==> src/hdl/dcr_pkg.sv <==
package dcr_pkg;

    localparam int DCR_COORD_WIDTH = 32;
    localparam int DCR_SQRT_SIDE   = 4 * DCR_COORD_WIDTH + 5;
    localparam int DCR_DIV_SIDE    = DCR_COORD_WIDTH + 7;
    localparam int DCR_LANES       = 3;

endpackage

==> src/hdl/dcr_div_cell.sv <==
module dcr_div_cell #(
    parameter int W     = dcr_pkg::DCR_COORD_WIDTH,
    parameter int LANES = dcr_pkg::DCR_LANES,
    parameter int SIDE  = dcr_pkg::DCR_DIV_SIDE
) (
    input  logic              i_clk,
    input  logic              i_rst_n,
    input  logic              i_en,
    input  logic              i_valid,
    input  logic [W+1:0]      i_den,
    input  logic [W+1:0]      i_rem [LANES],
    input  logic [2*W+1:0]    i_nq  [LANES],
    input  logic [SIDE-1:0]   i_side,
    output logic              o_valid,
    output logic [W+1:0]      o_den,
    output logic [W+1:0]      o_rem [LANES],
    output logic [2*W+1:0]    o_nq  [LANES],
    output logic [SIDE-1:0]   o_side
);
    import dcr_pkg::*;

    logic [W+2:0]   t     [LANES];
    logic [W+2:0]   diff  [LANES];
    logic           ge    [LANES];

    logic              r_valid;
    logic [W+1:0]      r_den;
    logic [W+1:0]      r_rem [LANES];
    logic [2*W+1:0]    r_nq  [LANES];
    logic [SIDE-1:0]   r_side;

    always_comb begin
        for (int i = 0; i < LANES; i++) begin
            t[i]    = {i_rem[i], i_nq[i][2*W+1]};
            ge[i]   = t[i] >= {1'b0, i_den};
            diff[i] = t[i] - {1'b0, i_den};
        end
    end

    always_ff @(posedge i_clk) begin
        if (!i_rst_n) begin
            r_valid <= 1'b0;
        end else if (i_en) begin
            r_valid <= i_valid;
        end
    end

    always_ff @(posedge i_clk) begin
        if (i_en) begin
            r_den  <= i_den;
            r_side <= i_side;
            for (int i = 0; i < LANES; i++) begin
                r_rem[i] <= ge[i] ? diff[i][W+1:0] : t[i][W+1:0];
                r_nq[i]  <= {i_nq[i][2*W:0], ge[i]};
            end
        end
    end

    assign o_valid = r_valid;
    assign o_den   = r_den;
    assign o_rem   = r_rem;
    assign o_nq    = r_nq;
    assign o_side  = r_side;

endmodule

==> config.mk <==
export PLATFORM = sky130hd
export DESIGN_NAME = dcr_div_cell
export DESIGN_NICKNAME = d
export VERILOG_FILES = /design/src/hdl/dcr_pkg.sv /design/src/hdl/dcr_div_cell.sv
export SDC_FILE = /design/constraint.sdc
export NUM_CORES = 1
export LEC_CHECK = 0
export ABC_AREA = 0
export ABC_CLOCK_PERIOD_IN_PS = 3800
export BUFFER_PORTS_ARGS = -buffer_cell sky130_fd_sc_hd__buf_2
export CAP_MARGIN = 20
export CORE_AREA = 2 2 295 297
export DETAILED_ROUTE_END_ITERATION = 16
export DIE_AREA = 0 0 297 299
export PLACE_DENSITY_LB_ADDON = 0.12
export SLEW_MARGIN = 20
export SYNTH_ARGS = -nofsm -noshare
export SYNTH_HDL_FRONTEND = slang
export SYNTH_SLANG_ARGS = --single-unit
==> constraint.sdc <==
create_clock -name i_clk -period 3.8 [get_ports i_clk]
set_clock_uncertainty 0.1 [all_clocks]
set_input_delay 0.57 -clock i_clk [delete_from_list [all_inputs] [get_ports i_clk]]
set_output_delay 0.57 -clock i_clk [all_outputs]
set_load 0.01 [all_outputs]
# == After elaboration in Yosys (flattened, before gate mapping) ==
# Cells that the tools add are included.
# word_totals
ff_bits,374
elab_cells,18
output_inout_bits,374
# classes
n_mux,3
add_sub_neg,3
n_lt_le_gt_ge,3
# ops
operator,count
>= comparator 35 x 34 -> 1 bit,3
2-to-1 mux 34 bit,3
subtractor 34 bit,3

# == Logic depth before layout (Yosys ltp) ==
# depth
word_depth,2
ltp_mapped,14
mapped_depth_nobuf,13

# == Worst setup path after synthesis ==
# Ideal clock, no wire load.
# synth_timing
path_kind,in2reg
startpoint,input port i_nq[131] in the netlist's numbering
endpoint,"register r_rem, in the netlist o_rem[66], data pin"
path_stages,13
n_path_buf,0
required_ps,3437
arrival_ps,3055
setup_slack_ps,382
cell_sequence,inv_1 > ha_1 > inv_1 > fa_1 > a211oi_1 > o211ai_1 > a211o_1 > o41ai_2 > o21ai_0 > a211oi_1 > o21ai_0 > xnor2_1 > o21ai_1
# synth_via
elab_chain_len,2
elab_cells_between_ends,3
# synth_rtl
element,line,rtl
from (decl),dcr_div_cell.sv:12,"input logic [2*W+1:0] i_nq [LANES],"
subtractor 34 bit or >= comparator 35 x 34 -> 1 bit (tied branches),"dcr_div_cell.sv:36, dcr_div_cell.sv:35",
2-to-1 mux 34 bit (*),dcr_div_cell.sv:53,r_rem[i] <= ge[i] ? diff[i][W+1:0] : t[i][W+1:0];
"to (signal, indexed assignment)",dcr_div_cell.sv:53,
to (decl),dcr_div_cell.sv:28,logic [W+1:0] r_rem [LANES];
# Every way passes the cells marked *; elsewhere a longest branch is shown, timed or not.
# A chain may end at the register's enable or synchronous reset.

# == Worst setup path after layout ==
# layout_timing
startpoint,input port i_den[0]
endpoint,"register r_rem, in the netlist o_rem[66], data pin"
# layout_via
elab_chain_len,2
elab_cells_between_ends,3
# layout_rtl
element,line,rtl
from (decl),dcr_div_cell.sv:10,"input logic [W+1:0] i_den,"
subtractor 34 bit or >= comparator 35 x 34 -> 1 bit (tied branches),"dcr_div_cell.sv:36, dcr_div_cell.sv:35",
2-to-1 mux 34 bit (*),dcr_div_cell.sv:53,
# Marked as above.

==> results.py <==
metrics = {
    "run_status": {
        "outcome": "completed",
    },
    "global_route": {
        "grt_pass1_vias": 15600,
        "overflow": 0,
        "grt_pass1_wl_um": 114800,
        "antenna_found_initial": 36,
        "grt_util_all_layers_pct": 17.98,
        "grt_max_degree": 76,
    },
    "floorplanning": {
        "io_pins": 751,
        "rows": 108,
        "core_area_um2": 85940,
        "dieArea_um2": 88800,
        "die_h_um": 299,
        "die_w_um": 297,
        "initial_utilization_pct": 20.58,
    },
    "detailed_routing": {
        "remaining_drc_errors": 0,
        "first_pass_iters": 5,
        "drt_iter0_markers": 868,
        "drt_wl_total_um": 82740,
        "via_count": 14990,
        "wl_per_cell_um": 23.55,
        "ant_nets": 0,
        "vias_per_cell": 4.268,
    },
    "placement": {
        "place_ws_ns": -0.2552,
        "dpl.cell_count": 3359,
        "port_buffers": 750,
        "dp_hpwl_um": 69470,
        "globalplace.congestion": 0.8852,
    },
    "clock_network": {
        "cts_setup_buffers": 0,
        "clock_sinks": 374,
        "cts_buffers": 49,
        "post_cts_resize_count": 0,
        "postCtsHoldBufs": 53,
        "cts_tree": "yes",
        "htree_levels": 2,
        "cts_buffer_depth": 3,
        "cts-root-buf": "clkbuf_16",
        "clk_latency_ns": 0.58,
        "clk_pin_slew_ns": 0.06,
    },
    "worst_setup_path": {
        "r2r-start": "o_valid$_SDFFE_PN0P_",
        "cp-end-kind": "flip-flop",
        "worstPathCellList": "buf_2, ha_1, inv_1, fa_1, a211oi_1, o211ai_1, a211o_1, o41ai_2, buf_4, o21ai_0, a211oi_1, buf_4, o21ai_0, xnor2_1, o21ai_1",
        "r2r_slack_ns": 3.11,
        "cp_slowest_stage_delay_ns": 0.44,
        "r2r_cells": 2,
        "crit_end": "o_rem[66]$_DFFE_PP_",
        "required_ns": 4.03,
        "slowest_stage": "a211oi_1",
        "cp.arrival_ns": 3.65,
        "path_max_fanout": 4,
        "critPathLaunchType": "primary input",
        "r2r-end": "o_valid$_SDFFE_PN0P_",
        "cp-startpoint": "i_den[0]",
        "crit_type": "in2reg",
    },
    "sta": {
        "hold_viol": 0,
        "slew_violations": 0,
        "layout_setup_ws_ns": 0.3804,
        "finalSetupViolations": 0,
        "hold_ws_ns": 0.04894,
        "max_freq_ghz": 0.2924,
        "relSlewSlack_pct": 36.85,
        "tightest_slew_ns": 0.9350,
        "fin_crit_sh_pct": 89.99,
        "rsz0062_at_grt": "no",
        "period_minus_slack_ns": 3.420,
    },
    "logic_synthesis": {
        "synth_compound_area_share_pct": 13.19,
        "netlist_area_um2": 17680,
        "synth_edf_count": 373,
        "synthFlopType": "edfxtp_1",
        "synthXorXnorAreaFrac_pct": 4.210,
        "synth_nets": 1856,
        "synth_seq_cells": 374,
        "synth_top_family_by_area": "compound AO/OA/AOI/OAI gates",
        "synthArstFlopShare_pct": 0,
        "synth_simple_gate_area_share_pct": 8.476,
        "yosysUniqueCellTypes": 68,
        "syn_inst": 1374,
        "yosys_warnings": 0,
        "synthMuxAreaShare_pct": 0.9410,
        "syn_area_per_cell_um2": 12.87,
        "synth-seq-area-share_pct": 63.45,
        "synthAdderAreaFrac_pct": 7.556,
    },
    "layout": {
        "instances_no_fill": 3513,
        "area.growth.synth_to_final_pct": 46.29,
        "postLayoutCoreUtil_pct": 30.10,
        "drive_gt1_share_pct": 41.27,
        "final_nets": 2790,
    },
    "hold_path": {
        "hold_path_class": "in2reg",
    },
    "power_and_ir_drop": {
        "powerDensity_nw_per_um2": 474.5,
        "total_power_mw": 12.28,
        "ir_drop_mv": 0.3114,
        "p_leak_nw": 11.09,
    },
    "job": {
        "drv_cap": 0,
    },
}
==> kinds of logic after synthesis <==
group | Yosys count
xor gates and xnor gates | 85
adders and majority gates | 105
muxes | 15
and+or+nand+nor | 320
DFF | 374
buffers and inverters | 96
AOI/OAI and AO/OA | 379
==> synthesized netlist by cell type, drive strengths merged, types with 4 or more instances <==
cell	count	area share [%]
o31ai	6	0.25
buf	14	0.44
a31o	6	0.30
nor4	5	0.18
inv	59	1.3
nand2	126	2.7
a211oi	12	0.51
or3	4	0.14
nand2b	9	0.32
nor3	13	0.37
xor2	35	1.7
and4	6	0.30
a21o	39	1.7
clkbuf	23	0.49
o211ai	9	0.38
o21ai	108	3.1
a41oi	4	0.20
a211o	4	0.20
o21bai	13	0.55
nor2b	12	0.42
mux2	13	0.83
o21a	6	0.25
xnor2	50	2.5
a21boi	7	0.32
a31oi	11	0.39
edfxtp	373	63
a21oi	128	3.6
and3	13	0.46
nor2	63	1.3
nand4	17	0.60
ha	102	7.2
and2	9	0.32
nand3	33	0.93
==> layout by cell type, fill, tap and decap left out, types with 11 or more instances in the layout <==
cell           instances
a211oi_1              12
a21o_1                39
a21oi_1              127
and3_1                13
buf_12                12
buf_2                749
buf_4                105
clkbuf_1              11
clkbuf_16             49
dlygate4sd3_1         53
edfxtp_1             373
ha_1                 102
inv_1                 58
mux2_2                13
nand2_1              126
nand3_1               33
nand4_1               17
nor2_1                63
nor2b_1               12
nor3_1                13
o21ai_0               99
o21bai_1              13
xnor2_1               50
xor2_1                35
==> metrics by stage <==
stage / cell area [um2] / TNS [ns]
after floorplan: 17680 / 0
after global placement: 23770 / -0.8557
after detailed placement: 23770 / -1.358
after CTS: 25840 / 0
after global routing: 25850 / 0
final: 25870 / 0
==> registers in the layout, summed over array words and instances, names as in the netlist <==
register and cells:
o_valid 1, o_side 39, o_nq 198, o_rem 102, o_den 34
==> critical path: cells and delay by family <==
kind / cells / cell delay, ns
xor+xnor: 1 / 0.16
compound gates: 8 / 1.77
fa+ha+maj: 2 / 0.55
buf+inv: 4 / 0.59
==> final cells by class <==
type | count | area [um2]
clock buffers | 62 | 1295
clock inverters | 29 | 246.5
well taps | 1155 | 1445
repair buffers | 920 | 5323
flip-flops and latches | 374 | 11220
fillers | 9016 | 60070
inverters | 59 | 221.5
diodes | 10 | 25.02
multi-input cells | 904 | 6093
==> power by group <==
part	switching [mW]	internal (mW)
Clock	1.89	2.56
Sequential	0.124	5.06
Combinational	1.54	1.10
Total	3.56	8.72
==> per-layer routing <==
metal  routed length, um  track usage [%]  up-vias
met1               29440            18.32     7204
met5                 255                0        -
met2               45460            35.36      510
met4                1642            3.644       38
met3                5937            5.860      129
li1                    -                -     7112
==> worst min path at each step <==
stage / startpoint / end / slack [ns] / cells after the start
2_1_floorplan: o_valid$_SDFFE_PN0P_ / o_valid$_SDFFE_PN0P_ / 0.44 / 2
3_3_place_gp: o_valid$_SDFFE_PN0P_ / o_valid$_SDFFE_PN0P_ / 0.40 / 2
3_5_place_dp: o_valid$_SDFFE_PN0P_ / o_valid$_SDFFE_PN0P_ / 0.40 / 2
4_1_cts: i_side[31] / o_side[31]$_DFFE_PP_ / 0.00009 / 1
5_1_grt: i_nq[130] / o_nq[131]$_DFFE_PP_ / 0.01 / 1
6_report: i_nq[186] / o_nq[187]$_DFFE_PP_ / 0.05 / 1
Note: power is estimated with default switching activity, not from simulation.
