--- src/hdl/dcr_pkg.sv ---
package dcr_pkg;

    localparam int DCR_COORD_WIDTH = 32;
    localparam int DCR_SQRT_SIDE   = 4 * DCR_COORD_WIDTH + 5;
    localparam int DCR_DIV_SIDE    = DCR_COORD_WIDTH + 7;
    localparam int DCR_LANES       = 3;

endpackage

--- src/hdl/dcr_sqrt_cell.sv ---
module dcr_sqrt_cell #(
    parameter int W    = dcr_pkg::DCR_COORD_WIDTH,
    parameter int SIDE = dcr_pkg::DCR_SQRT_SIDE
) (
    input  logic              i_clk,
    input  logic              i_rst_n,
    input  logic              i_en,
    input  logic              i_valid,
    input  logic [2*W+1:0]    i_rad,
    input  logic [W+1:0]      i_rem,
    input  logic [W:0]        i_root,
    input  logic [SIDE-1:0]   i_side,
    output logic              o_valid,
    output logic [2*W+1:0]    o_rad,
    output logic [W+1:0]      o_rem,
    output logic [W:0]        o_root,
    output logic [SIDE-1:0]   o_side
);
    import dcr_pkg::*;

    logic [W+3:0] t;
    logic [W+3:0] trial;
    logic [W+3:0] diff;
    logic         ge;
    logic [W+1:0] n_rem;
    logic [W:0]   n_root;

    logic              r_valid;
    logic [2*W+1:0]    r_rad;
    logic [W+1:0]      r_rem;
    logic [W:0]        r_root;
    logic [SIDE-1:0]   r_side;

    assign t      = {i_rem, i_rad[2*W+1:2*W]};
    assign trial  = {1'b0, i_root, 2'b01};
    assign ge     = t >= trial;
    assign diff   = t - trial;
    assign n_rem  = ge ? diff[W+1:0] : t[W+1:0];
    assign n_root = {i_root[W-1:0], ge};

    always_ff @(posedge i_clk) begin
        if (!i_rst_n) begin
            r_valid <= 1'b0;
        end else if (i_en) begin
            r_valid <= i_valid;
        end
    end

    always_ff @(posedge i_clk) begin
        if (i_en) begin
            r_rad  <= {i_rad[2*W-1:0], 2'b00};
            r_rem  <= n_rem;
            r_root <= n_root;
            r_side <= i_side;
        end
    end

    assign o_valid = r_valid;
    assign o_rad   = r_rad;
    assign o_rem   = r_rem;
    assign o_root  = r_root;
    assign o_side  = r_side;

endmodule

--- config.mk ---
export PLATFORM = sky130hd
export DESIGN_NAME = dcr_sqrt_cell
export DESIGN_NICKNAME = d
export VERILOG_FILES = /design/src/hdl/dcr_pkg.sv /design/src/hdl/dcr_sqrt_cell.sv
export SDC_FILE = /design/constraint.sdc
export NUM_CORES = 1
export LEC_CHECK = 0
export BUFFER_PORTS_ARGS = -buffer_cell sky130_fd_sc_hd__buf_4
export CORE_AREA = 5 5 204 206
export CTS_CLUSTER_DIAMETER = 60
export DETAILED_ROUTE_END_ITERATION = 6
export DIE_AREA = 0 0 209 211
export HOLD_SLACK_MARGIN = 0.06
export SKIP_LAST_GASP = 1
export SLEW_MARGIN = 0
export SYNTH_ARGS = -nofsm -noshare
export SYNTH_HDL_FRONTEND = slang
export SYNTH_SLANG_ARGS = --single-unit
--- constraint.sdc ---
create_clock -name i_clk -period 4.2 [get_ports i_clk]
set_clock_uncertainty 0.1 [all_clocks]
set_input_delay 0.84 -clock i_clk [delete_from_list [all_inputs] [get_ports i_clk]]
set_output_delay 0.84 -clock i_clk [all_outputs]
set_load 0.03 [all_outputs]
# Yosys cells after proc, flatten, opt, wreduce, memory -nomap -nowiden
# Cells that the tools add are included.
[totals]
n_memories = 0
output_inout_bits = 267
latchBits = 0
wordCells = 8
ff_bits = 265
in_bits = 270
mem_bits_rw = 0
mem_bits_ro = 0
[op_classes]
n_eq_ne = 0
bitwise_logic = 0
n_shift = 0
n_addsub = 1
div_mod_pow = 0
n_reduce_logical = 0
muxes = 1
order_cmp = 1
n_mul = 0
[ops]
columns = ["cell", "n"]
rows = [
  ["36-bit by 35-bit greater-or-equal comparator with 1-bit output", 1],
  ["34-bit 2-to-1 mux", 1],
  ["34-bit subtractor", 1],
]

# Depth between registers and ports, before layout
# Gate-level depths: netlist (run 1).
[depth]
depth_word = 2
ltp_mapped = 13
depth_no_buf = 11

# Worst setup path before layout (run 1)
# OpenSTA, ideal clock, no wires.
[synth_timing]
path_kind = "input to register"
start = "input port i_root[11]"
end = "register r_rem[24] (netlist: o_rem[24]), data pin"
setup_ps = 260
required_time_ps = 3840
arrival_time_ps = 2933
slack_ps = 907
path_buffers = 2
stages = 11
cell_sequence = "inv_1 > ha_1 > clkbuf_1 > a21o_1 > a31oi_1 > o221ai_2 > a21o_1 > a211oi_4 > inv_2 > buf_4 > mux2_4"
[synth_between]
elab_chain_len = 2
elab_cells_between_ends = 3
classes_between = "add/sub: 1; order compare: 1; mux: 1"
[synth_rtl]
columns = ["item", "line", "text"]
rows = [
  ["start: declaration", "dcr_sqrt_cell.sv:11", "input logic [W:0] i_root,"],
  ["36-bit by 35-bit greater-or-equal comparator with 1-bit output", "dcr_sqrt_cell.sv:36", "assign ge = t >= trial;"],
  ["net ge", "dcr_sqrt_cell.sv:24", "logic ge;"],
  ["34-bit 2-to-1 mux", "dcr_sqrt_cell.sv:38", "assign n_rem = ge ? diff[W+1:0] : t[W+1:0];"],
  ["net n_rem[24]", "dcr_sqrt_cell.sv:25", "logic [W+1:0] n_rem;"],
  ["end signal: assignment", "dcr_sqrt_cell.sv:52", "r_rem <= n_rem;"],
  ["end: declaration", "dcr_sqrt_cell.sv:30", "logic [W+1:0] r_rem;"],
]
# The timed path passes the listed nets, and every way through them passes these cells.
# A chain may end at the register's enable or synchronous reset.

# Worst setup path in the final report (run 1)
[layout_timing]
start = "input port i_rem[8]"
end = "register r_rem[27] (netlist: o_rem[27]), data pin"
[layout_between]
elab_chain_len = 2
elab_cells_between_ends = 3
classes_between = "add/sub: 1; order compare: 1; mux: 1"
[layout_rtl]
columns = ["item", "line", "text"]
rows = [
  ["start: declaration", "dcr_sqrt_cell.sv:10", "input logic [W+1:0] i_rem,"],
  ["34-bit subtractor or 36-bit by 35-bit greater-or-equal comparator with 1-bit output (tied branches)", "dcr_sqrt_cell.sv:37, dcr_sqrt_cell.sv:36", ""],
  ["34-bit 2-to-1 mux *", "dcr_sqrt_cell.sv:38", ""],
  ["net n_rem[27]", "dcr_sqrt_cell.sv:25", ""],
]
# Mark *: on every way through the listed nets, which the timed path passes. The rest lies on a longest branch.

==> results of run 1 <==
worst max-delay path, delay by kind of cell:
| kind | cells | cell delay, ps |
|---|---|---|
| compound gates | 5 | 1450 |
| fa+ha+maj | 1 | 370 |
| buf+inv | 1 | 110 |
| simple gates | 3 | 670 |
how the worst max path moves through the flow:
stage	from	to	slack, ps	cells past startpoint
final	i_rem[8]	o_rem[27]	1010	10
after global routing	i_root[8]	o_rem[25]	800	11
after CTS	i_rem[8]	o_rem[27]	1050	10
after detailed placement	i_rem[8]	o_rem[27]	480	10
after global placement	i_rem[8]	o_rem[27]	500	10
after floorplan	i_root[11]	o_rem[24]	910	11
final cells by class:
type,count,area [sq um],area share [%]
antenna,2,5.00,0.0311
clock buffer,40,916,5.70
clock inverter,20,136,0.848
inverter,46,173,1.07
multi-input combinational,318,2100,13.1
sequential,265,7950,49.4
tap,525,657,4.09
timing repair buffer,545,4140,25.7
routing by layer:
| layer | vias to the layer above | global-route usage [%] | wire length, um |
|---|---|---|---|
| li1 | 3578 | - | - |
| met1 | 3720 | 17.2 | 13300 |
| met2 | 346 | 29.5 | 20200 |
| met3 | 75 | 7.35 | 3780 |
| met4 | 10 | 5.99 | 1420 |
| met5 | - | 0 | 69 |
cells by family after synthesis:
family	after synthesis	share of synthesized area, %
flip-flops	265	77.2
AO/OA/AOI/OAI	135	8.06
AND/OR/NAND/NOR	116	5.34
buffers and inverters	61	2.38
adder cells (fa/ha/maj)	35	4.25
XOR/XNOR	26	2.21
multiplexers	4	0.498
other	1	0.0364
cells in the mapped netlist, drive strengths merged (2+ instances only):
| library cell | n | area [sq um] |
|---|---|---|
| a31oi | 4 | 25.0 |
| inv | 46 | 173 |
| nor4 | 4 | 25.0 |
| a311oi | 2 | 17.5 |
| o221ai | 2 | 23.8 |
| mux2 | 3 | 41.3 |
| a21o | 8 | 60.1 |
| xnor2 | 12 | 105 |
| o211ai | 6 | 50.1 |
| nand2b | 9 | 56.3 |
| nor3 | 2 | 10.0 |
| nand3 | 7 | 35.0 |
| nor2b | 3 | 18.8 |
| nor2 | 23 | 86.3 |
| o22ai | 2 | 12.5 |
| ha | 35 | 438 |
| a21oi | 40 | 200 |
| buf | 7 | 42.5 |
| o21ai | 47 | 239 |
| o21bai | 7 | 52.6 |
| nand2 | 47 | 176 |
| a211oi | 6 | 57.6 |
| or3 | 2 | 12.5 |
| edfxtp | 264 | 7930 |
| or4 | 2 | 15.0 |
| xor2 | 14 | 123 |
| clkbuf | 8 | 30.0 |
| a41oi | 2 | 17.5 |
| and3 | 2 | 12.5 |
| nand4 | 11 | 68.8 |
state kept, by name, summed over array words and instances (netlist names):
signal,cells
o_valid,1
o_rad,64
o_root,33
o_side,133
o_rem,34
per-stage QoR:
stage,util [%],hold slack (ps)
CTS,40.7,339
floorplan,-,540
detailed placement,38.1,430
finish,40.7,383
global route,40.7,337
global placement,38.1,402
power by group:
group          switching [mW]  internal [mW]  leakage (nW)
clock network            1.14           1.58         0.498
logic                   0.950          0.595          3.73
registers              0.0675           3.19          2.59
total                    2.16           5.36          6.82
placed cells by master, fill, tap and decap left out, types with 3 or more instances in the layout:
| cell | instances |
|---|---|
| sky130_fd_sc_hd__a211oi_1 | 5 |
| sky130_fd_sc_hd__a21o_1 | 8 |
| sky130_fd_sc_hd__a21oi_1 | 40 |
| sky130_fd_sc_hd__a31oi_1 | 4 |
| sky130_fd_sc_hd__buf_12 | 3 |
| sky130_fd_sc_hd__buf_4 | 541 |
| sky130_fd_sc_hd__clkbuf_1 | 4 |
| sky130_fd_sc_hd__clkbuf_16 | 36 |
| sky130_fd_sc_hd__clkinv_1 | 7 |
| sky130_fd_sc_hd__clkinv_4 | 3 |
| sky130_fd_sc_hd__clkinvlp_4 | 5 |
| sky130_fd_sc_hd__edfxtp_1 | 264 |
| sky130_fd_sc_hd__ha_1 | 35 |
| sky130_fd_sc_hd__inv_1 | 45 |
| sky130_fd_sc_hd__nand2_1 | 47 |
| sky130_fd_sc_hd__nand2b_1 | 9 |
| sky130_fd_sc_hd__nand3_1 | 7 |
| sky130_fd_sc_hd__nand4_1 | 11 |
| sky130_fd_sc_hd__nor2_1 | 23 |
| sky130_fd_sc_hd__nor2b_1 | 3 |
| sky130_fd_sc_hd__nor4_1 | 4 |
| sky130_fd_sc_hd__o211ai_1 | 5 |
| sky130_fd_sc_hd__o21ai_0 | 43 |
| sky130_fd_sc_hd__o21ai_1 | 3 |
| sky130_fd_sc_hd__o21bai_1 | 7 |
| sky130_fd_sc_hd__xnor2_1 | 12 |
| sky130_fd_sc_hd__xor2_1 | 14 |
==> parameters.txt, run 1 <==
Parameter                              Value

Route
  Number of iterations in the first detailed-routing pass ... 5
  # DRC ... 0
  Via-per-instance ratio ... around 4.4
  Post-DRT Antenna Nets ... 0
  Final routed wire length divided by cell count ... 22.0 um
  Overall routed net length ... 38.8 mm
  Count of vias placed by the detailed router ... 7729
  DR iter-0 viols ... 375

Yosys
  Async set-reset flop share out of synthesis ... 0%
  Synth Flop Type ... sky130_fd_sc_hd__edfxtp_1
  Avg Inst Size Synth ... between 15 and 20 sq um
  Count of distinct cell types in the synthesized netlist ... 54
  Netlist area before placement ... 10300 sq um
  Register area share after synthesis ... between 70% and 80%
  Yosys synthesis warning count ... 0
  Post-synthesis cell count ... about 640
  Synthesized flop and latch total ... approximately 270
  Number of flops mapped to enable cells by yosys ... 264

Power
  Total power consumption of the routed design ... 7.52 mW
  Worst vdd ir ... 0.280 mV
  Static leakage ... ~7 nW
  Power per standard cell area ... 468 nW/um^2

Finish
  Fraction of layout cells with a size suffix above 1 ... 48.9%
  Final Net Count ... 1516
  Final instance area ... between 15000 and 20000 sq um
  Post-route non-filler standard cell count ... 1761
  Area grow syn2layout ... 56.2%
  Number of filler instances in the final layout ... 3690

Worst setup path
  Path depth of the worst reg2reg path ... 2
  FF-to-FF setup slack ... 3490 ps
  Crit path kind ... primary input to flip-flop
  Crit path capture type ... flip-flop
  Arrival time at the worst endpoint ... 3440 ps
  Critical path's slowest cell ... sky130_fd_sc_hd__or4_1
  CP required ... 4450 ps
  Largest driver fanout on the critical path ... 6
  Source of the worst register-to-register timing path ... o_valid
  Category of the worst setup path launch point ... primary input
  Maximum single-stage delay on the critical path ... 430 ps
  R2r endpoint ... o_valid
  Cell repeated most along the worst path ... sky130_fd_sc_hd__nand2_1
  List of cells traversed by the critical path ... buf_4, ha_1, a2111oi_0, o21ai_0, o211ai_2, o211ai_1, nand2_1, nand2_1, or4_1, a41oi_1

Timing
  Final critical-path required period ... ~3200 ps
  Final-report hold violation count ... 0
  Final setup violation count ... 0
  Final Cycle Share ... around three quarters
  Worst slew margin relative to its limit ... a little under two fifths
  Worst-margin pin slew ... 937 ps
  Count of final max-slew check failures ... 0
  Upper clock frequency limit ... around 310 MHz
  Worst path setup slack after routing ... approximately 1000 ps
  RSZ-0062 raised after global routing ... false
  Total Negative Setup Slacks ... 0 ps

Global route
  Pin count of the biggest net entering global routing ... 110
  First-pass GRT wire length ... 54.0 mm
  Vias in the first global route ... ~8.0k
  Global-route total usage across every layer ... 16.5%
  Antenna violations before repair ... 8
  GR Overflow Total ... 0

CTS
  Clk sink count ... 265
  Post-CTS clock slew at the launch and capture registers of the worst setup and hold paths ... roughly 60 ps
  Total of hold buffers inserted after clock tree synthesis ... 0
  Num CTS Buffers ... 35
  Count of H-tree levels built during CTS ... 2
  CTS tree ... done
  Worst-case clock buffer depth ... 3
  Clock latency of the later-clocked register in the worst-skew pair ... 530 ps
  CTS root buf ... sky130_fd_sc_hd__clkbuf_16
  Number of cells upsized or downsized after cts ... 0
  Buffers inserted during post-CTS setup optimization ... 0

Die
  Number of top-level design ports ... 537
  Area of the core region ... 39500 sq um
  Overall die area ... about 44000 sq um
  Die X ... ~210 um
  Die height ... approximately 210 um
  Cell Rows ... 73
  Initial Utilization ... 26.1%

Place
  Placed insts ... 1699
  Worst slack, placed ... roughly 480 ps
  Number of buffers added on ports ... about 530
  Dpl hpwl ... around 31 mm
  Placement Cell Area ... 15000 sq um
  Final Wtd Congestion ... about 0.85

Worst hold path
  Path type of the worst min-delay path ... primary input to flip-flop
  Min-Delay Startpoint ... i_side[45]
  WHS Endpoint ... o_side[45]
  Hold path cells ... 1

Outcome
  Outcome ... completed

Job
  Max-Cap Viols ... 0
(Power assumes the default switching activity.)
==> run 2: changes to the inputs <==
- ABC_AREA: not set -> 1
- CORE_AREA: 5 5 204 206 -> 5 5 208 210
- DIE_AREA: 0 0 209 211 -> 0 0 213 215
- clock period: 4.2 -> 3.1 ns (I/O delays scaled with it)
==> parameters.txt, run 2 <==
Parameter                              Value

Worst setup path
  Category of the worst setup path launch point ... primary input
  Largest driver fanout on the critical path ... 33
  CP required ... 3270 ps
  Crit path capture type ... flip-flop
  Crit path kind ... primary input to flip-flop
  Arrival time at the worst endpoint ... roughly 2500 ps

Finish
  Final Util ... between 40 and 50%
  Final Net Count ... approximately 1.8k
  Top library cells by usage in the layout, fill and taps aside ... sky130_fd_sc_hd__buf_4, sky130_fd_sc_hd__edfxtp_1, sky130_fd_sc_hd__nand2_1
  Most common cell after layout, fill and taps aside ... sky130_fd_sc_hd__buf_4
  Area grow syn2layout ... 52.6%
  Fraction of layout cells with a size suffix above 1 ... a little over two fifths
  Number of filler instances in the final layout ... 4004
  Reg area ... 7950 sq um
  Post-route non-filler standard cell count ... 2064
  Max FFs per register ... 133
  Area of combinational cells with multiple inputs ... 2580 sq um

Yosys
  Biggest area contributors in the synthesized netlist ... sky130_fd_sc_hd__edfxtp_1, sky130_fd_sc_hd__nand2_1, sky130_fd_sc_hd__inv_1, sky130_fd_sc_hd__ha_1, sky130_fd_sc_hd__nand3_1
  Count of distinct cell types in the synthesized netlist ... 33
  Top-count cell post-synth ... sky130_fd_sc_hd__edfxtp_1
  Register area share after synthesis ... a little under three quarters
  Yosys synthesis warning count ... 0
  Netlist area before placement ... around 11000 sq um
  Synth Flop Type ... sky130_fd_sc_hd__edfxtp_1
  Avg Inst Size Synth ... about 12 sq um
  Top post-synthesis cells by count ... sky130_fd_sc_hd__edfxtp_1, sky130_fd_sc_hd__nand2_1, sky130_fd_sc_hd__inv_1, sky130_fd_sc_hd__nor2_1, sky130_fd_sc_hd__nand3_1
  Number of flops mapped to enable cells by yosys ... 264
  Synthesized flop and latch total ... 265
  Async set-reset flop share out of synthesis ... 0%
  Share of Yosys cell area claimed by the top area cell type ... 71.0%
  Post-synthesis cell count ... 917
  Biggest area consumer among synthesized cells ... sky130_fd_sc_hd__edfxtp_1

CTS
  Worst-case clock buffer depth ... 3
  Clock latency of the later-clocked register in the worst-skew pair ... approximately 530 ps
  Clk sink count ... roughly 270
  Count of H-tree levels built during CTS ... 2
  Num CTS Buffers ... 36
  Total of hold buffers inserted after clock tree synthesis ... 0
  Post-CTS clock slew at the launch and capture registers of the worst setup and hold paths ... about 60 ps
  CTS tree ... done
  Buffers inserted during post-CTS setup optimization ... 0
  CTS root buf ... sky130_fd_sc_hd__clkbuf_16
  Number of cells upsized or downsized after cts ... 0

Power
  Net Switching ... 3.14 mW
  Worst vdd ir ... 0.332 mV
  Total power consumption of the routed design ... 10.6 mW
  Internal power ... 7.45 mW
  Fraction of power spent switching nets ... 29.7%
  Logic pwr share ... 21.1%
  Static leakage ... 7.92 nW
  Power per standard cell area ... 622 nW/um^2
  Clk network pwr share ... 37.2%
  Part of the total power dissipated in sequential elements ... 41.7%

Route
  Final routed wire length divided by cell count ... roughly 22 um
  # DRC ... 0
  Number of iterations in the first detailed-routing pass ... 5
  Post-DRT Antenna Nets ... 0
  Via-per-instance ratio ... 4.29
  DR iter-0 viols ... roughly 500
  Overall routed net length ... 45.6 mm
  Count of vias placed by the detailed router ... 8851

Global route
  Pin count of the biggest net entering global routing ... a little over 70
  First-pass GRT wire length ... 63.0 mm
  GR Overflow Total ... 0
  Global-route total usage across every layer ... about a fifth
  Antenna violations before repair ... 14
  Vias in the first global route ... 9217

Worst hold path
  Path type of the worst min-delay path ... primary input to flip-flop

Timing
  Final critical-path required period ... 2340 ps
  Worst path setup slack after routing ... 756 ps
  Worst slew margin relative to its limit ... 64.0%
  Count of final max-slew check failures ... 0
  Worst-margin pin slew ... between 500 and 600 ps
  Final-report hold violation count ... 0
  RSZ-0062 raised after global routing ... false
  Final setup violation count ... 0
  Upper clock frequency limit ... 427 MHz
  Final Cycle Share ... 75.6%
  Total Negative Setup Slacks ... 0 ps

Place
  Placed insts ... 1995
  Final Wtd Congestion ... 0.911
  Dpl hpwl ... 37.1 mm
  Number of buffers added on ports ... 534
  Worst slack, placed ... approximately 190 ps

Die
  Overall die area ... 45800 sq um
  Initial Utilization ... 27.0%
  Die height ... 215 um
  Die X ... 213 um
  Cell Rows ... 75
  Number of top-level design ports ... roughly 540
  Area of the core region ... between 40000 and 50000 sq um

Job
  Max-Cap Viols ... 0

Outcome
  Outcome ... completed
-- run 2: metal layers --
metal / track usage (%) / vias to the layer above / share of wire [%]
met5: 0 / - / 0.32
met4: 8.02 / 20 / 4.7
met3: 6.81 / 95 / 9.0
met2: 33.4 / 374 / 51
met1: 20.3 / 4139 / 35
li1: - / 4223 / -
-- run 2: worst max-delay path: stages --
cell and delay (ps):
sky130_fd_sc_hd__buf_4 90, sky130_fd_sc_hd__inv_1 50, sky130_fd_sc_hd__ha_1 360, sky130_fd_sc_hd__nand2_2 100, sky130_fd_sc_hd__nor2_2 260, sky130_fd_sc_hd__nand2_1 90, sky130_fd_sc_hd__nor2_1 160, sky130_fd_sc_hd__nand2_1 80
sky130_fd_sc_hd__nand2_1 70, sky130_fd_sc_hd__a21oi_2 80, sky130_fd_sc_hd__nand2_8 200, sky130_fd_sc_hd__inv_8 140, sky130_fd_sc_hd__nand2_1 100, sky130_fd_sc_hd__nand2_1 60
-- run 2: cells by family (layout without fill, tap and decap cells) --
family | Yosys count | after routing | synth area share (%)
and+or+nand+nor | 404 | 404 | 15.7
DFF | 265 | 265 | 71.2
buffers and inverters | 151 | 754 | 5.73
AOI/OAI and AO/OA | 43 | 43 | 2.06
adders and majority gates | 35 | 35 | 3.92
xor gates and xnor gates | 18 | 18 | 1.41
other | 1 | 6 | 0.0336
-- run 2: worst paths after layout --
check	startpoint	to	slack [ps]	depth (start not counted)
worst min-delay path	i_side[116]	o_side[116]	160	1
worst min register to register	o_valid	o_valid	510	2
worst max-delay path	i_root[13]	o_rem[19]	760	14
worst max register to register	o_valid	o_valid	2300	2
-- run 2: final cells by class --
type | instances | share of cell area (%)
Sequential cell | 265 | 46.6
Multi-Input combinational cell | 502 | 15.2
Clock inverter | 22 | 1.05
Clock buffer | 43 | 5.62
Inverter | 143 | 3.19
Tap cell | 539 | 3.96
Timing Repair Buffer | 546 | 24.3
Antenna cell | 4 | 0.0587
-- run 2: power groups by stage --
stage	combinational, mW	sequential (mW)	clock, mW
2_1_floorplan	0.503	5.13	0
3_3_place_gp	2.26	4.49	0
3_5_place_dp	2.27	4.49	0
4_1_cts	2.27	4.42	4.09
5_1_grt	2.37	4.45	4.23
6_report	2.24	4.42	3.94
-- run 2: through the flow --
stage / area (sq um) / hold slack, ps
global placement: 15900 / 497
CTS: 17000 / 116
detailed placement: 15900 / 498
global route: 17000 / 118
finish: 17000 / 157
floorplan: 11200 / 555
==> run 3: changes to the inputs <==
- CORE_AREA: 5 5 208 210 -> 5 5 207 209
- DIE_AREA: 0 0 213 215 -> 0 0 212 214
- clock period: 3.1 -> 2.05 ns (I/O delays scaled with it)
==> parameters.txt, run 3 (synthesis gave the netlist of run 2 again) <==
Parameter                              Value

Place
  Dpl hpwl ... 39.0 mm
  Number of buffers added on ports ... 534
  Final Wtd Congestion ... 0.932
  Placement Cell Area ... 17300 sq um

Worst setup path
  Category of the worst setup path launch point ... primary input
  Crit path capture type ... flip-flop
  CP required ... 2240 ps
  Origin of the worst setup path ... i_root[13]
  Source of the worst register-to-register timing path ... o_valid
  Arrival time at the worst endpoint ... 2120 ps
  Largest driver fanout on the critical path ... 17
  Crit path kind ... primary input to flip-flop

Finish
  Final instance area ... between 20000 and 25000 sq um
  Most common cell after layout, fill and taps aside ... sky130_fd_sc_hd__buf_4
  Final Net Count ... 2173
  Final Util ... 51.7%
  Top library cells by usage in the layout, fill and taps aside ... sky130_fd_sc_hd__buf_4, sky130_fd_sc_hd__edfxtp_1, sky130_fd_sc_hd__nand2_1
  Fraction of layout cells with a size suffix above 1 ... 43.2%
  Max FFs per register ... 133
  Area grow syn2layout ... 88.3%

Power
  Static leakage ... ~9.6 nW
  Worst vdd ir ... 0.560 mV
  Power per standard cell area ... a little over 800 nW/um^2
  Total power consumption of the routed design ... approximately 17 mW

Global route
  Pin count of the biggest net entering global routing ... 44
  Global-route total usage across every layer ... a little over a fifth
  Vias in the first global route ... 11.0k
  First-pass GRT wire length ... between 70 and 80 mm
  GR Overflow Total ... 0
  Antenna violations before repair ... 16

Job
  Max-Cap Viols ... 0

CTS
  Num CTS Buffers ... 37
  Count of H-tree levels built during CTS ... 2
  CTS tree ... done
  Post-CTS clock slew at the launch and capture registers of the worst setup and hold paths ... 50 ps
  CTS root buf ... sky130_fd_sc_hd__clkbuf_16
  Clock latency of the later-clocked register in the worst-skew pair ... 530 ps
  Clk sink count ... between 200 and 300
  Worst-case clock buffer depth ... 3

Worst hold path
  Min-Delay Startpoint ... i_rem[28]
  Path type of the worst min-delay path ... primary input to flip-flop

Route
  DR iter-0 viols ... a little over 600
  Final routed wire length divided by cell count ... between 20 and 25 um
  Count of vias placed by the detailed router ... 10.4k
  # DRC ... 0
  Post-DRT Antenna Nets ... 0
  Via-per-instance ratio ... 4.28
  Overall routed net length ... 51.2 mm
  Number of iterations in the first detailed-routing pass ... 6

Die
  Area of the core region ... slightly above 40000 sq um
  Initial Utilization ... approximately 27%
  Die X ... 212 um
  Cell Rows ... 74
  Number of top-level design ports ... 537
  Overall die area ... 45400 sq um
  Die height ... roughly 210 um

Timing
  RSZ-0062 raised after global routing ... false
  Final-report hold violation count ... 0
  Final setup violation count ... 0
  Worst slack on hold paths ... ~96 ps
  Final critical-path required period ... 1940 ps
  Total Negative Setup Slacks ... 0 ps
  Upper clock frequency limit ... 516 MHz
  Final Cycle Share ... a little over nine tenths
  Count of final max-slew check failures ... 0

Outcome
  Outcome ... completed
[run 3: routing by layer]
layer / share of wire, % / vias up / global-route usage [%]
met5: 0.14 / - / 0
met4: 5.1 / 12 / 10.2
met1: 37 / 4920 / 24.0
met2: 50 / 419 / 37.7
met3: 7.1 / 115 / 5.43
li1: - / 4972 / -
[run 3: worst max-delay path: stages]
cell	delay (ps)
sky130_fd_sc_hd__buf_4	120
sky130_fd_sc_hd__inv_1	80
sky130_fd_sc_hd__ha_4	210
sky130_fd_sc_hd__nand2_2	110
sky130_fd_sc_hd__inv_1	50
sky130_fd_sc_hd__nand2_1	60
sky130_fd_sc_hd__nand2_1	100
sky130_fd_sc_hd__nand2_1	80
sky130_fd_sc_hd__nand2_1	80
sky130_fd_sc_hd__a21oi_2	160
sky130_fd_sc_hd__nand2_2	90
sky130_fd_sc_hd__nand2_4	90
sky130_fd_sc_hd__nand2_8	130
sky130_fd_sc_hd__buf_4	220
sky130_fd_sc_hd__nand2_1	80
sky130_fd_sc_hd__nand2_1	50
[run 3: final timing paths]
kind / depth (start not counted) / to / slack (ps)
hold / removal: 3 / o_rem[30] / 100
setup reg to reg: 3 / o_valid / 680
hold reg to reg: 3 / o_valid / 1100
setup / recovery: 16 / o_rem[17] / 110
[run 3: layout make-up]
| class | count | area [sq um] |
|---|---|---|
| clock buffers | 40 | 937 |
| multi-input cells | 502 | 3000 |
| diodes | 9 | 22.5 |
| well taps | 532 | 666 |
| inverters | 143 | 549 |
| repair buffers | 919 | 7600 |
| flip-flops and latches | 265 | 7950 |
| fillers | 3531 | 19600 |
| clock inverters | 27 | 307 |
[run 3: through the flow]
stage	cells	setup slack, ps
global placement	2119	-473
floorplan	918	0.698
global route	2434	3.60
detailed placement	2119	-479
CTS	2428	117
finish	2437	113
[run 3: repair_timing]
item                                    4_1_cts  5_1_grt
hold buffers                                242        0
gates resized for setup                       0        3
setup buffers                                 0        0
endpoints found under the setup margin        0       32
hold endpoints to repair                    241        0
[run 3: where the power goes]
part | switching [mW] | leakage (nW) | internal, mW
Combinational | 2.40 | 6.44 | 1.87
Clock | 2.62 | 0.601 | 3.91
Sequential | 0.164 | 2.59 | 6.53
